### src/hdl/eafd_pkg.sv
// ----------------------------------------------------------------------------
// eafd_pkg - shared types and constants of the escaped API frame deframer
// Holds the framing codes, the receive phase and the operation record that
// the front end hands to the back end through the operation queue.
// ----------------------------------------------------------------------------
package eafd_pkg;

  localparam logic [7:0]  START_BYTE    = 8'h7E;
  localparam logic [7:0]  ESCAPE_BYTE   = 8'h7D;
  localparam logic [7:0]  ESCAPE_MASK   = 8'h20;
  localparam logic [7:0]  CHECK_GOOD    = 8'hFF;
  localparam logic [16:0] FRAMING_BYTES = 17'd4;

  localparam logic [1:0]  MODE_TRANSPARENT = 2'd0;

  localparam int POS_W = 17;
  localparam int LEN_W = 16;

  typedef enum logic [1:0] {
    PH_HUNT,
    PH_SKIP,
    PH_COLLECT
  } rx_phase_t;

  typedef enum logic [1:0] {
    OP_PASS,
    OP_START,
    OP_DATA
  } op_kind_t;

  typedef struct packed {
    op_kind_t         kind;
    logic [7:0]       data;
    logic [POS_W-1:0] pos;
    logic             frame_end;
    logic             add_sum;
  } op_t;

endpackage

### src/hdl/eafd_ifs.sv
// ----------------------------------------------------------------------------
// eafd_ifs - channel interfaces of the escaped API frame deframer
// Valid/ready channels for raw received bytes and for deframed bytes.
// ----------------------------------------------------------------------------
interface eafd_in_if;
  logic       valid;
  logic       ready;
  logic [7:0] rx_byte;

  modport source (output valid, output rx_byte, input ready);
  modport sink   (input valid, input rx_byte, output ready);
endinterface

interface eafd_out_if;
  logic        valid;
  logic        ready;
  logic [7:0]  frame_byte;
  logic [16:0] byte_position;
  logic        frame_end;
  logic        checksum_ok;

  modport source (output valid, output frame_byte, output byte_position,
                  output frame_end, output checksum_ok, input ready);
  modport sink   (input valid, input frame_byte, input byte_position,
                  input frame_end, input checksum_ok, output ready);
endinterface

### src/hdl/eafd_front.sv
// ----------------------------------------------------------------------------
// eafd_front - receive front end
// Hunts for the start byte, strips escapes, tracks position and length, and
// classifies each byte into an operation for the back end.
// ----------------------------------------------------------------------------
module eafd_front (
  input  logic                    clk,
  input  logic                    rst,
  input  logic [1:0]              frame_mode,
  eafd_in_if.sink                 rx,
  input  logic                    q_not_full,
  output logic                    q_push,
  output eafd_pkg::op_t           q_op
);

  eafd_pkg::rx_phase_t                phase, phase_next;
  logic                               esc_pend, esc_pend_next;
  logic [eafd_pkg::POS_W-1:0]         count, count_next;
  logic [eafd_pkg::LEN_W-1:0]         length, length_next;

  logic                               accept;
  logic                               transparent;
  logic                               esc_mode;
  logic                               pend_eff;
  logic                               is_start;
  logic                               is_esc;
  logic [7:0]                         data_u;
  logic [eafd_pkg::POS_W-1:0]         count_inc;
  logic                               at_len_hi;
  logic                               at_len_lo;
  logic                               last_byte;

  assign rx.ready    = q_not_full;
  assign accept      = rx.valid & q_not_full;
  assign transparent = (frame_mode == eafd_pkg::MODE_TRANSPARENT);
  assign esc_mode    = frame_mode[1];
  assign pend_eff    = esc_mode & esc_pend;
  assign is_start    = (rx.rx_byte == eafd_pkg::START_BYTE);
  assign is_esc      = (rx.rx_byte == eafd_pkg::ESCAPE_BYTE);
  assign data_u      = pend_eff ? (rx.rx_byte ^ eafd_pkg::ESCAPE_MASK) : rx.rx_byte;
  assign count_inc   = count + 17'd1;
  assign at_len_hi   = (count == 17'd1);
  assign at_len_lo   = (count == 17'd2);
  assign last_byte   = (count >= 17'd3) &&
                       (count_inc == ({1'b0, length} + eafd_pkg::FRAMING_BYTES));

  // next state
  always_comb begin
    phase_next    = phase;
    esc_pend_next = esc_pend;
    count_next    = count;
    length_next   = length;
    if (accept) begin
      if (transparent) begin
        phase_next    = eafd_pkg::PH_HUNT;
        esc_pend_next = 1'b0;
        count_next    = '0;
        length_next   = '0;
      end else if (phase == eafd_pkg::PH_HUNT) begin
        if (is_start) begin
          phase_next    = eafd_pkg::PH_SKIP;
          esc_pend_next = 1'b0;
          count_next    = 17'd1;
          length_next   = '0;
        end
      end else if (phase == eafd_pkg::PH_SKIP && !pend_eff && is_start) begin
        esc_pend_next = 1'b0;
      end else if (esc_mode && !esc_pend && is_esc) begin
        esc_pend_next = 1'b1;
      end else if (last_byte) begin
        phase_next    = eafd_pkg::PH_HUNT;
        esc_pend_next = 1'b0;
        count_next    = '0;
        length_next   = '0;
      end else begin
        phase_next    = eafd_pkg::PH_COLLECT;
        esc_pend_next = 1'b0;
        count_next    = count_inc;
        if (at_len_hi) begin
          length_next = {data_u, length[7:0]};
        end else if (at_len_lo) begin
          length_next = {length[15:8], data_u};
        end
      end
    end
  end

  // operation issue
  always_comb begin
    q_push         = 1'b0;
    q_op.kind      = eafd_pkg::OP_DATA;
    q_op.data      = data_u;
    q_op.pos       = count;
    q_op.frame_end = last_byte;
    q_op.add_sum   = !(at_len_hi || at_len_lo);
    if (accept) begin
      if (transparent) begin
        q_push         = 1'b1;
        q_op.kind      = eafd_pkg::OP_PASS;
        q_op.data      = rx.rx_byte;
        q_op.pos       = '0;
        q_op.frame_end = 1'b1;
      end else if (phase == eafd_pkg::PH_HUNT) begin
        q_push         = is_start;
        q_op.kind      = eafd_pkg::OP_START;
        q_op.data      = rx.rx_byte;
        q_op.pos       = '0;
        q_op.frame_end = 1'b0;
      end else if (phase == eafd_pkg::PH_SKIP && !pend_eff && is_start) begin
        q_push = 1'b0;
      end else if (esc_mode && !esc_pend && is_esc) begin
        q_push = 1'b0;
      end else begin
        q_push = 1'b1;
      end
    end
  end

  always_ff @(posedge clk) begin
    if (rst) begin
      phase    <= eafd_pkg::PH_HUNT;
      esc_pend <= 1'b0;
      count    <= '0;
      length   <= '0;
    end else begin
      phase    <= phase_next;
      esc_pend <= esc_pend_next;
      count    <= count_next;
      length   <= length_next;
    end
  end

endmodule

### src/hdl/eafd_queue.sv
// ----------------------------------------------------------------------------
// eafd_queue - operation queue
// Small register FIFO that decouples the front end from the back end.
// ----------------------------------------------------------------------------
module eafd_queue #(
  parameter int DEPTH = 2
) (
  input  logic          clk,
  input  logic          rst,
  input  logic          push,
  input  eafd_pkg::op_t push_op,
  output logic          not_full,
  input  logic          pop,
  output eafd_pkg::op_t pop_op,
  output logic          not_empty
);

  localparam int AW = (DEPTH > 1) ? $clog2(DEPTH) : 1;
  localparam int CW = $clog2(DEPTH + 1);

  eafd_pkg::op_t  slots [DEPTH];
  logic [AW-1:0]  wr_ptr;
  logic [AW-1:0]  rd_ptr;
  logic [CW-1:0]  level;

  assign not_full  = (level != CW'(DEPTH));
  assign not_empty = (level != '0);
  assign pop_op    = slots[rd_ptr];

  always_ff @(posedge clk) begin
    if (push) begin
      slots[wr_ptr] <= push_op;
    end
  end

  always_ff @(posedge clk) begin
    if (rst) begin
      wr_ptr <= '0;
      rd_ptr <= '0;
      level  <= '0;
    end else begin
      if (push) begin
        wr_ptr <= (wr_ptr == AW'(DEPTH - 1)) ? '0 : wr_ptr + 1'b1;
      end
      if (pop) begin
        rd_ptr <= (rd_ptr == AW'(DEPTH - 1)) ? '0 : rd_ptr + 1'b1;
      end
      // hold the level when both sides move
      if (push && !pop) begin
        level <= level + 1'b1;
      end else if (pop && !push) begin
        level <= level - 1'b1;
      end
    end
  end

endmodule

### src/hdl/eafd_back.sv
// ----------------------------------------------------------------------------
// eafd_back - deframer back end
// Carries out queued operations: keeps the running checksum and loads the
// output register with each deframed byte.
// ----------------------------------------------------------------------------
module eafd_back (
  input  logic          clk,
  input  logic          rst,
  input  logic          q_not_empty,
  input  eafd_pkg::op_t q_op,
  output logic          q_pop,
  eafd_out_if.source    tx
);

  logic [7:0]                 sum, sum_next;
  logic [7:0]                 sum_add;
  logic                       out_valid;
  logic [7:0]                 out_byte, out_byte_next;
  logic [eafd_pkg::POS_W-1:0] out_pos, out_pos_next;
  logic                       out_end, out_end_next;
  logic                       out_ok, out_ok_next;
  logic                       load;

  assign load    = !out_valid || tx.ready;
  assign q_pop   = q_not_empty && load;
  assign sum_add = q_op.add_sum ? (sum + q_op.data) : sum;

  always_comb begin
    sum_next      = sum;
    out_byte_next = q_op.data;
    out_pos_next  = q_op.pos;
    out_end_next  = q_op.frame_end;
    out_ok_next   = 1'b0;
    unique case (q_op.kind)
      eafd_pkg::OP_PASS: begin
        sum_next    = '0;
        out_ok_next = 1'b1;
      end
      eafd_pkg::OP_START: begin
        sum_next = '0;
      end
      eafd_pkg::OP_DATA: begin
        if (q_op.frame_end) begin
          sum_next    = '0;
          out_ok_next = (sum_add == eafd_pkg::CHECK_GOOD);
        end else begin
          sum_next = sum_add;
        end
      end
      default: begin
        sum_next = sum;
      end
    endcase
  end

  always_ff @(posedge clk) begin
    if (rst) begin
      sum       <= '0;
      out_valid <= 1'b0;
    end else if (load) begin
      out_valid <= q_not_empty;
      if (q_not_empty) begin
        sum <= sum_next;
      end
    end
  end

  always_ff @(posedge clk) begin
    if (q_pop) begin
      out_byte <= out_byte_next;
      out_pos  <= out_pos_next;
      out_end  <= out_end_next;
      out_ok   <= out_ok_next;
    end
  end

  assign tx.valid         = out_valid;
  assign tx.frame_byte    = out_byte;
  assign tx.byte_position = out_pos;
  assign tx.frame_end     = out_end;
  assign tx.checksum_ok   = out_ok;

endmodule

### src/hdl/escaped_api_frame_deframer_unit.sv
// ----------------------------------------------------------------------------
// escaped_api_frame_deframer_unit - API frame deframer with byte unescaping
// Turns a stream of raw serial bytes into deframed bytes with positions.
//
// Channels: rx carries one raw byte per transfer; tx carries one deframed
// byte per transfer with its frame position, a frame-end mark and, on the
// frame end, the checksum verdict. Non-start bytes while hunting, repeated start
// bytes and escape bytes that open an escape produce no transfer on tx.
// Configuration: cfg_we/cfg_data write the frame mode (0 pass-through,
// 1 framed, 2 or 3 framed with escaping); write it only while the block is idle.
// Throughput: one byte per cycle while tx takes bytes and the queue has room.
// The front end updates its receive phase, escape flag, position and length
// as each byte is accepted, and the back end folds one byte a cycle into the
// checksum while its output register is free. An accepted byte goes into the
// operation queue, then into the output register, from which it shows on tx.
// Stall: when tx is held off, the output register holds its byte, the queue
// fills, and rx.ready drops once the queue is full; nothing is lost.
// Reset: rst clears the receive phase to hunting, all frame state, the
// checksum, the queue and the output valid; the mode returns to pass-through.
// ----------------------------------------------------------------------------
module escaped_api_frame_deframer_unit #(
  parameter int QUEUE_DEPTH = 2
) (
  input  logic       clk,
  input  logic       rst,
  eafd_in_if.sink    rx,
  eafd_out_if.source tx,
  input  logic       cfg_we,
  input  logic [1:0] cfg_data
);

  logic [1:0]    frame_mode;
  logic          q_push;
  logic          q_pop;
  logic          q_not_full;
  logic          q_not_empty;
  eafd_pkg::op_t q_in_op;
  eafd_pkg::op_t q_out_op;

  // mode register; takes effect from the next byte
  always_ff @(posedge clk) begin
    if (rst) begin
      frame_mode <= eafd_pkg::MODE_TRANSPARENT;
    end else if (cfg_we) begin
      frame_mode <= cfg_data;
    end
  end

  // classify incoming bytes
  eafd_front u_front (
    .clk        (clk),
    .rst        (rst),
    .frame_mode (frame_mode),
    .rx         (rx),
    .q_not_full (q_not_full),
    .q_push     (q_push),
    .q_op       (q_in_op)
  );

  // decouple front and back
  eafd_queue #(
    .DEPTH (QUEUE_DEPTH)
  ) u_queue (
    .clk       (clk),
    .rst       (rst),
    .push      (q_push),
    .push_op   (q_in_op),
    .not_full  (q_not_full),
    .pop       (q_pop),
    .pop_op    (q_out_op),
    .not_empty (q_not_empty)
  );

  // checksum and output register
  eafd_back u_back (
    .clk         (clk),
    .rst         (rst),
    .q_not_empty (q_not_empty),
    .q_op        (q_out_op),
    .q_pop       (q_pop),
    .tx          (tx)
  );

  // Never push into a full queue.
  a_no_overflow: assert property (@(posedge clk) disable iff (rst)
    q_push |-> q_not_full)
    else $error("operation queue overflow");

  // Checksum verdict only on a frame end.
  a_ok_on_end: assert property (@(posedge clk) disable iff (rst)
    (tx.valid && !tx.frame_end) |-> !tx.checksum_ok)
    else $error("checksum_ok outside frame end");

  // A byte at position zero that does not end a frame is a start byte.
  a_start_byte: assert property (@(posedge clk) disable iff (rst)
    (tx.valid && !tx.frame_end && tx.byte_position == 17'd0)
      |-> (tx.frame_byte == eafd_pkg::START_BYTE))
    else $error("frame opened by a non-start byte");

endmodule

### src/flat_wrapper.sv
// flat-port wrapper written by rule: the top's interface ports become plain ports
module escaped_api_frame_deframer_unit_flat 
#(
  parameter int QUEUE_DEPTH = 2
)
  (clk, rst, cfg_we, cfg_data, rx_valid, rx_rx_byte, rx_ready, tx_valid, tx_frame_byte, tx_byte_position, tx_frame_end, tx_checksum_ok, tx_ready);
  eafd_in_if rx_i ();
  eafd_out_if tx_i ();
  input  logic clk;
  input  logic rst;
  input  logic cfg_we;
  input  logic [1:0] cfg_data;
  input wire logic [$bits(rx_i.valid)-1:0] rx_valid;
  input wire logic [$bits(rx_i.rx_byte)-1:0] rx_rx_byte;
  output wire logic [$bits(rx_i.ready)-1:0] rx_ready;
  output wire logic [$bits(tx_i.valid)-1:0] tx_valid;
  output wire logic [$bits(tx_i.frame_byte)-1:0] tx_frame_byte;
  output wire logic [$bits(tx_i.byte_position)-1:0] tx_byte_position;
  output wire logic [$bits(tx_i.frame_end)-1:0] tx_frame_end;
  output wire logic [$bits(tx_i.checksum_ok)-1:0] tx_checksum_ok;
  input wire logic [$bits(tx_i.ready)-1:0] tx_ready;
  assign rx_i.valid = rx_valid;
  assign rx_i.rx_byte = rx_rx_byte;
  assign rx_ready = rx_i.ready;
  assign tx_valid = tx_i.valid;
  assign tx_frame_byte = tx_i.frame_byte;
  assign tx_byte_position = tx_i.byte_position;
  assign tx_frame_end = tx_i.frame_end;
  assign tx_checksum_ok = tx_i.checksum_ok;
  assign tx_i.ready = tx_ready;
  escaped_api_frame_deframer_unit #(.QUEUE_DEPTH(QUEUE_DEPTH)) u_core (.clk(clk), .rst(rst), .rx(rx_i), .tx(tx_i), .cfg_we(cfg_we), .cfg_data(cfg_data));
endmodule
### config.mk
export PLATFORM = sky130hd
export DESIGN_NAME = escaped_api_frame_deframer_unit_flat
export DESIGN_NICKNAME = d
export VERILOG_FILES = /design/src/hdl/eafd_pkg.sv /design/src/hdl/eafd_ifs.sv /design/src/hdl/eafd_front.sv /design/src/hdl/eafd_queue.sv /design/src/hdl/eafd_back.sv /design/src/hdl/escaped_api_frame_deframer_unit.sv /design/src/flat_wrapper.sv
export SDC_FILE = /design/constraint.sdc
export NUM_CORES = 1
export LEC_CHECK = 0
export BUFFER_PORTS_ARGS = -buffer_cell sky130_fd_sc_hd__buf_2
export CAP_MARGIN = 20
export CELL_PAD_IN_SITES_DETAIL_PLACEMENT = 1
export CELL_PAD_IN_SITES_GLOBAL_PLACEMENT = 1
export CORE_ASPECT_RATIO = 1.1
export CORE_UTILIZATION = 49
export DETAILED_ROUTE_END_ITERATION = 7
export PLACE_DENSITY = 0.89
export SLEW_MARGIN = 20
export SYNTH_ARGS = -nofsm -noshare
export SYNTH_HDL_FRONTEND = slang
export SYNTH_HIERARCHICAL = 1
export SYNTH_SLANG_ARGS = --single-unit
### constraint.sdc
create_clock -name clk -period 4.69 [get_ports clk]
set_input_delay 0.7035 -clock clk [delete_from_list [all_inputs] [get_ports clk]]
set_output_delay 0.7035 -clock clk [all_outputs]
set_load 0.02 [all_outputs]
Yosys cells after proc, flatten, opt, wreduce, memory -nomap -nowiden
Memories as Yosys holds them, arrays and structs flattened. A register that Yosys moved wholly into a read port is not among the register bits. Cells that the tools add are included. W data, S select, Z words.

Memories: 1. Output and inout bits: 29. Memory bits (writable): 58. Register bits after elaboration: 78.

Order comparisons: 1. Reduce and logical (&&, ||, !) cells: 30. Equality and inequality tests: 14. Add/subtract/negate cells: 7. Multiplexer cells: 47. Bitwise operators: 3.

Memories: u_core.u_queue.slots (words 2, bits a word 29, read ports 1, clocked after memory_dff 1, wr ports 1, RTL line eafd_queue.sv:21) `eafd_pkg::op_t slots [DEPTH];`.

Operators by type and width (number): $mux W16 (7); $mux W17 (6); $mux W28 (3); $mux W8 (3); $add A16 B3 Y17 const B (1); $add A17 B1 Y17 const B (1); $eq A17 B1 Y1 const B (1); $eq A17 B17 Y1 (1); $eq A17 B2 Y1 const B (1); $ge A17 B2 Y1 const B (1); $mux W1 (17); $eq A8 B7 Y1 const B (2); $mux W2 (8); $pmux W8 S2 (1); $ne A3 B3 Y1 const B (3); $add A8 B8 Y8 (1); $eq A8 B8 Y1 const B (1); $logic_and A1 B1 Y1 (8); $reduce_bool A4 Y1 (2); $logic_not A1 Y1 (6); $logic_not A2 Y1 (3); $mux W6 (1); $reduce_and A6 Y1 (1); $reduce_bool A2 Y1 (3); other kinds (16) (20).

Depth between registers and ports, before layout
Depth in word-level cells: 12. Depth in mapped cells: 11. Depth with buffers taken out: 10.

Modules after synthesis
Netlist, hierarchy kept.

Modules (own cells, without submodules): eafd_front (area each 2862.7 um2, times used 1, cells an instance 372, sequential area each 720.7 um2); eafd_queue (area each 2337.2 um2, times used 1, cells an instance 112, sequential area each 1841.8 um2); eafd_back (area each 1574.0 um2, times used 1, cells an instance 118, sequential area each 991.0 um2); escaped_api_frame_deframer_unit (area each 67.6 um2, times used 1, cells an instance 6, sequential area each 40.0 um2).

Worst setup path after synthesis
Ideal clock, no wire load.

Path type: input-to-reg. From: input rx_rx_byte[3]. To: memory u_core/u_queue/slots[0][0] (netlist bit) (enable). Setup slack: 0.884 ns. Stages on the path: 8. Arrival: 3.387 ns. Path buffers: 1. Path through: nand4_1 -> nor3b_1 -> and3b_1 -> o21bai_1 -> a211o_1 -> inv_1 -> clkbuf_1 -> nor2b_1.

Cells in the longest elaborated chain, start to end: 9. Elaborated cells between the ends (all ways): 11. Classes of those cells: 2 x eq/ne; 7 x mux; 2 x reduce/logical.

RTL lines: start: declaration (RTL line flat_wrapper.sv:14) `input wire logic [$bits(rx_i.rx_byte)-1:0] rx_rx_byte;`; $eq A8 B7 Y1 (RTL line eafd_front.sv:39) `assign is_esc = (rx.rx_byte == eafd_pkg::ESCAPE_BYTE);`; $logic_and A1 B1 Y1 (RTL line eafd_front.sv:111) `end else if (esc_mode && !esc_pend && is_esc) begin`; $mux W1 (RTL line eafd_front.sv:111); $mux W1 (RTL line eafd_front.sv:109) `end else if (phase == eafd_pkg::PH_SKIP && !pend_eff && is_start) begin`; $mux W1 * (RTL line eafd_front.sv:103) `end else if (phase == eafd_pkg::PH_HUNT) begin`; $mux W1 * (RTL line eafd_front.sv:97) `if (transparent) begin`; $mux W1 * (RTL line eafd_front.sv:96) `if (accept) begin`; net u_core.q_push (RTL line escaped_api_frame_deframer_unit.sv:33) `logic q_push;`; $mux W1 * (RTL line eafd_queue.sv:31) `if (push) begin`; $mux W1 (not written as such) * (RTL line eafd_queue.sv:32) `slots[wr_ptr] <= push_op;`; end: declaration (RTL line eafd_queue.sv:21).

The timed path passes the listed nets; every way through them passes the cells marked *.

Final worst setup path
From: register u_core/u_front/count[0] (netlist bit). To: register u_core/u_front/length[6] (netlist bit).

Cells in the longest elaborated chain, start to end: 8. Elaborated cells between the ends (all ways): 14. Classes of those cells: 1 x add/sub; 1 x order compare; 4 x eq/ne; 5 x mux; 3 x reduce/logical.

RTL lines: start: declaration (RTL line eafd_front.sv:18) `logic [eafd_pkg::POS_W-1:0] count, count_next;`; start signal: assignment (RTL line eafd_front.sv:128) `count <= count_next;`; $add A17 B1 Y17 (RTL line eafd_front.sv:41) `assign count_inc = count + 17'd1;`; $eq A17 B17 Y1 (RTL line eafd_front.sv:45) `(count_inc == ({1'b0, length} + eafd_pkg::FRAMING_BYTES));`; $logic_and A1 B1 Y1 (RTL line eafd_front.sv:44) `assign last_byte = (count >= 17'd3) &&`; $mux W16 (RTL line eafd_front.sv:70) `end else if (last_byte) begin`; $mux W16 (RTL line eafd_front.sv:68) `end else if (esc_mode && !esc_pend && is_esc) begin`; $mux W16 (RTL line eafd_front.sv:66) `end else if (phase == eafd_pkg::PH_SKIP && !pend_eff && is_start) begin`; $mux W16 (RTL line eafd_front.sv:59) `end else if (phase == eafd_pkg::PH_HUNT) begin`; $mux W16 (RTL line eafd_front.sv:54) `if (transparent) begin`; end signal: assignment (RTL line eafd_front.sv:129) `length <= length_next;`; end: declaration (RTL line eafd_front.sv:19) `logic [eafd_pkg::LEN_W-1:0] length, length_next;`.

Several ways; a longest one is shown, not always the timed one. The select of a mux whose other input is x is not followed. A chain may end at the register's enable or synchronous reset.

==> impl_results.md <==
* 1st-iter DRT viols at 492
* Leakage at approximately 2.7 nW
* Fill count at between 1,000 and 1,500
* Die ar. at about 0.014 mm2
* CTS Buf Count at 17
* Max FO, Critical Path at 24
* Arr. time, crit path at 4.20 ns
* Worst setup EP type: flip-flop
* Final min period at roughly 3.9 ns
* Layout Nets at about 670
* Core area at 0.0134 mm2
* TritonCTS Sinks at between 100 and 150
* Final hold violations at 0
* Class of the tightest hold or removal check: reg -> reg
* Main synth FF type: edfxtp_1
* Type of the worst setup path: reg -> reg
* Count of pins over their slew limit at 0
* Post-CTS Setup Repair Bufs at 0
* CTS tree: done
* H-tree depth at 4
* EDFF count, synth at 85
* CTS Root Cell: clkbuf_16
* Period utilization at 0.836
* RSZ-0062 raised after global routing: no
* Post-synth cell types at 70
* Vias/cell at ~6.1
* Largest net degree at the start of global routing at 43
* Die Span X at ~110 um
* Mapped Nets at between 600 and 700
* Pwr/cell area at 501 mW/mm2
* Final Skew at 0.0111 ns
* Max Root-Sink Buffers at 2
* Routed via count at 5,104
* Worst vdd ir at approximately 0.20 mV
* Run status: complete, no violations
* Fmax at around 0.26 GHz
* Diodes inserted at 0
* Routed WL at 18,800 um
* CP max stage cell: nor4_1
* YS warnings at 6
* Worst path most repeated cell: nor4_1
* Die H at about 130 um
* Yosys reg bits at 137
* Delay-heaviest family, CP: simple AND/OR/NAND/NOR gates
* Setup crit start kind: flip-flop
* Crit-path cells: ha_1 > nand3_2 > nor4_1 > and3_1 > xnor2_1 > nor4_1 > o2111ai_4 > nand3_1 > o32ai_1
* Worst path bufs/invs at 0
* Hold buffer count at cts at 0
* Relative slew slack at 0.465
* Hold Startpoint: u_core/u_front/phase[1]
* Reg-to-Reg Start: u_core/u_front/count[0]
* Row Count at 44
* Critical Path Start: u_core/u_front/count[0]
* Setup TNS at 0 ns
* Overall routing resource usage at 0.276
* Io pins at between 40 and 50
* Routability congestion estimate at between 0.8 and 0.9
* Actual slew at the worst max-slew pin at around 0.8 ns
* Fraction of registers with async set/reset at 0
* GRT overflow at 0
* Area Growth Syn to Fin at 12.5%
* Skew-Pair Late Insertion Delay at between 0.4 and 0.5 ns
* Max-cap viol count at 0
* ANT nets after route at 0
* Avg Synthesized Cell Area at ~11 um2
* Starting density of the core at 0.509
* Layout cell share with drive strength beyond 1 at 0.163
* Initial antenna violation count at 0
* CTS resizes at 0
* Port bufs at 43
* DRC Markers at 0
* First-pass GRT wire length at slightly below 30,000 um
* CP required at between 4 and 5 ns
* Mapped Area at ~0.0068 mm2
* WL/cell at between 20 and 25 um
* Final setup viols at 0
* Pwr Total at 3.86 mW
* Final HPWL DP at 12,500 um
* Clock slew at reported path FFs at around 0.06 ns
* Mapped Cells at approximately 610
* DR pass1 iterations at 5
* Max incr delay on CP at between 0.6 and 0.7 ns
* Number of global-route vias before repair at about 5,400
* Seq/Total Area, Yosys at 0.525
logic make-up (layout without fill, tap and decap cells):
family / count (synthesis) / after routing / synth area share
mux: 36 / 36 / 0.0636
simple gates: 203 / 203 / 0.161
flops: 137 / 137 / 0.525
xor+xnor: 49 / 49 / 0.0668
fa+ha+maj: 13 / 13 / 0.0249
compound gates: 100 / 100 / 0.110
buf+inv: 70 / 112 / 0.0481
stage by stage:
| stage | setup WS [ns] | cells | hold WS, ns | utilization | cell area [um2] |
|---|---|---|---|---|---|
| final | 0.771 | 834 | 0.516 | 0.573 | 7700 |
| after global routing | 0.506 | 834 | 0.527 | 0.573 | 7700 |
| after CTS | 0.865 | 834 | 0.513 | 0.573 | 7700 |
| after detailed placement | 0.932 | 802 | 0.492 | 0.530 | 7130 |
| after global placement | 1.19 | 802 | 0.480 | 0.530 | 7130 |
| after floorplan | 0.884 | 608 | 0.461 | - | 6840 |
placed cells by master, fill, tap and decap left out, types with 4 or more instances in the layout:
cell       netlist  routed
a21oi_1         21      21
mux2i_1          6       6
ha_1            12      12
mux2_4          10      10
nor2b_1          6       5
buf_2           10      43
xor2_1          19      19
nor3_1           8       8
nor2_1          44      44
nor3b_1          4       4
o21a_1           4       4
inv_6            0       4
buf_4           10       7
dfxtp_1         52      52
o21ai_0         10      10
nor4_1          14      14
or4_1            4       4
and2_1          15      15
clkbuf_16        0      17
nand3_1         20      20
edfxtp_1        85      85
mux2_1          19      19
xnor2_1         28      28
a22oi_1          4       4
nand2_1         32      32
nand2b_1        11      11
o32ai_1         16      16
a31oi_1          5       5
and3_1          12      12
o211ai_1         4       4
nand4_1         14      14
a211oi_1        10      10
inv_1           28      28
flip-flops by register name, indices dropped and copies added (netlist names), named ones only:
signal and flops:
u_core/frame_mode 2, u_core/u_back/tx.byte_position 17, u_core/u_queue/rd_ptr 1, u_core/u_back/tx.frame_byte 8
u_core/u_front/count 17, u_core/u_back/tx.valid 1, u_core/u_queue/slots 58, u_core/u_back/tx.checksum_ok 1
u_core/u_front/phase 2, u_core/u_front/esc_pend 1, u_core/u_front/length 16, u_core/u_back/sum 8
u_core/u_back/tx.frame_end 1, u_core/u_queue/level 2, u_core/u_queue/wr_ptr 1
per-layer routing:
| layer | track usage | part of all wire |
|---|---|---|
| met3 | 0.0505 | 0.047 |
| met5 | 0 | 0 |
| met4 | 0.143 | 0.037 |
| met2 | 0.485 | 0.52 |
| met1 | 0.318 | 0.39 |
tightest hold or removal path, delay by kind of cell (launching register included):
| kind | cells | cell delay, ns |
|---|---|---|
| DFF | 1 | 0.34 |
| and+or+nand+nor | 1 | 0.07 |
| AOI/OAI and AO/OA | 1 | 0.06 |
Yosys cell counts, types with 4 or more instances:
master,n,area (um2)
xor2_1,19,166
nand3_1,20,100
mux2i_1,6,60.1
ha_1,12,150
dfxtp_1,52,1040
nand4_1,14,87.6
nor3_1,8,40.0
a21oi_1,21,105
mux2_4,10,150
o32ai_1,16,140
nor2_1,44,165
o21a_1,4,30.0
clkbuf_1,15,56.3
o211ai_1,4,30.0
o21ai_0,10,50.1
mux2_1,19,214
nor2b_1,6,37.5
and3_1,12,75.1
nor4_1,14,87.6
buf_4,10,75.1
buf_2,10,50.1
a211oi_1,10,75.1
or4_1,4,30.0
nor3b_1,4,30.0
inv_1,28,105
a22oi_1,4,30.0
a31oi_1,5,31.3
edfxtp_1,85,2550
and2_1,15,93.8
nand2b_1,11,68.8
xnor2_1,28,245
nand2_1,32,120
layout make-up:
cell class | instances | area, um2 | area share
Clock inverter | 14 | 145 | 0.0188
Inverter | 30 | 113 | 0.0146
Clock buffer | 18 | 429 | 0.0557
Timing Repair Buffer | 50 | 268 | 0.0348
Sequential cell | 137 | 3590 | 0.467
Multi-Input combinational cell | 401 | 2920 | 0.379
Tap cell | 184 | 230 | 0.0299
final timing paths:
path / end / slack (ns) / depth (start not counted)
max: u_core/u_front/length[6] / 0.77 / 9
min: u_core/u_front/phase[1] / 0.52 / 2
max reg2reg: u_core/u_front/length[6] / 0.77 / 9
min reg2reg: u_core/u_front/phase[1] / 0.52 / 2
where the power goes:
group	switching (mW)	internal [mW]	total (mW)
clock	0.525	0.784	1.31
combinational	0.640	0.322	0.962
sequential	0.0683	1.52	1.59
(Power assumes the default switching activity.)
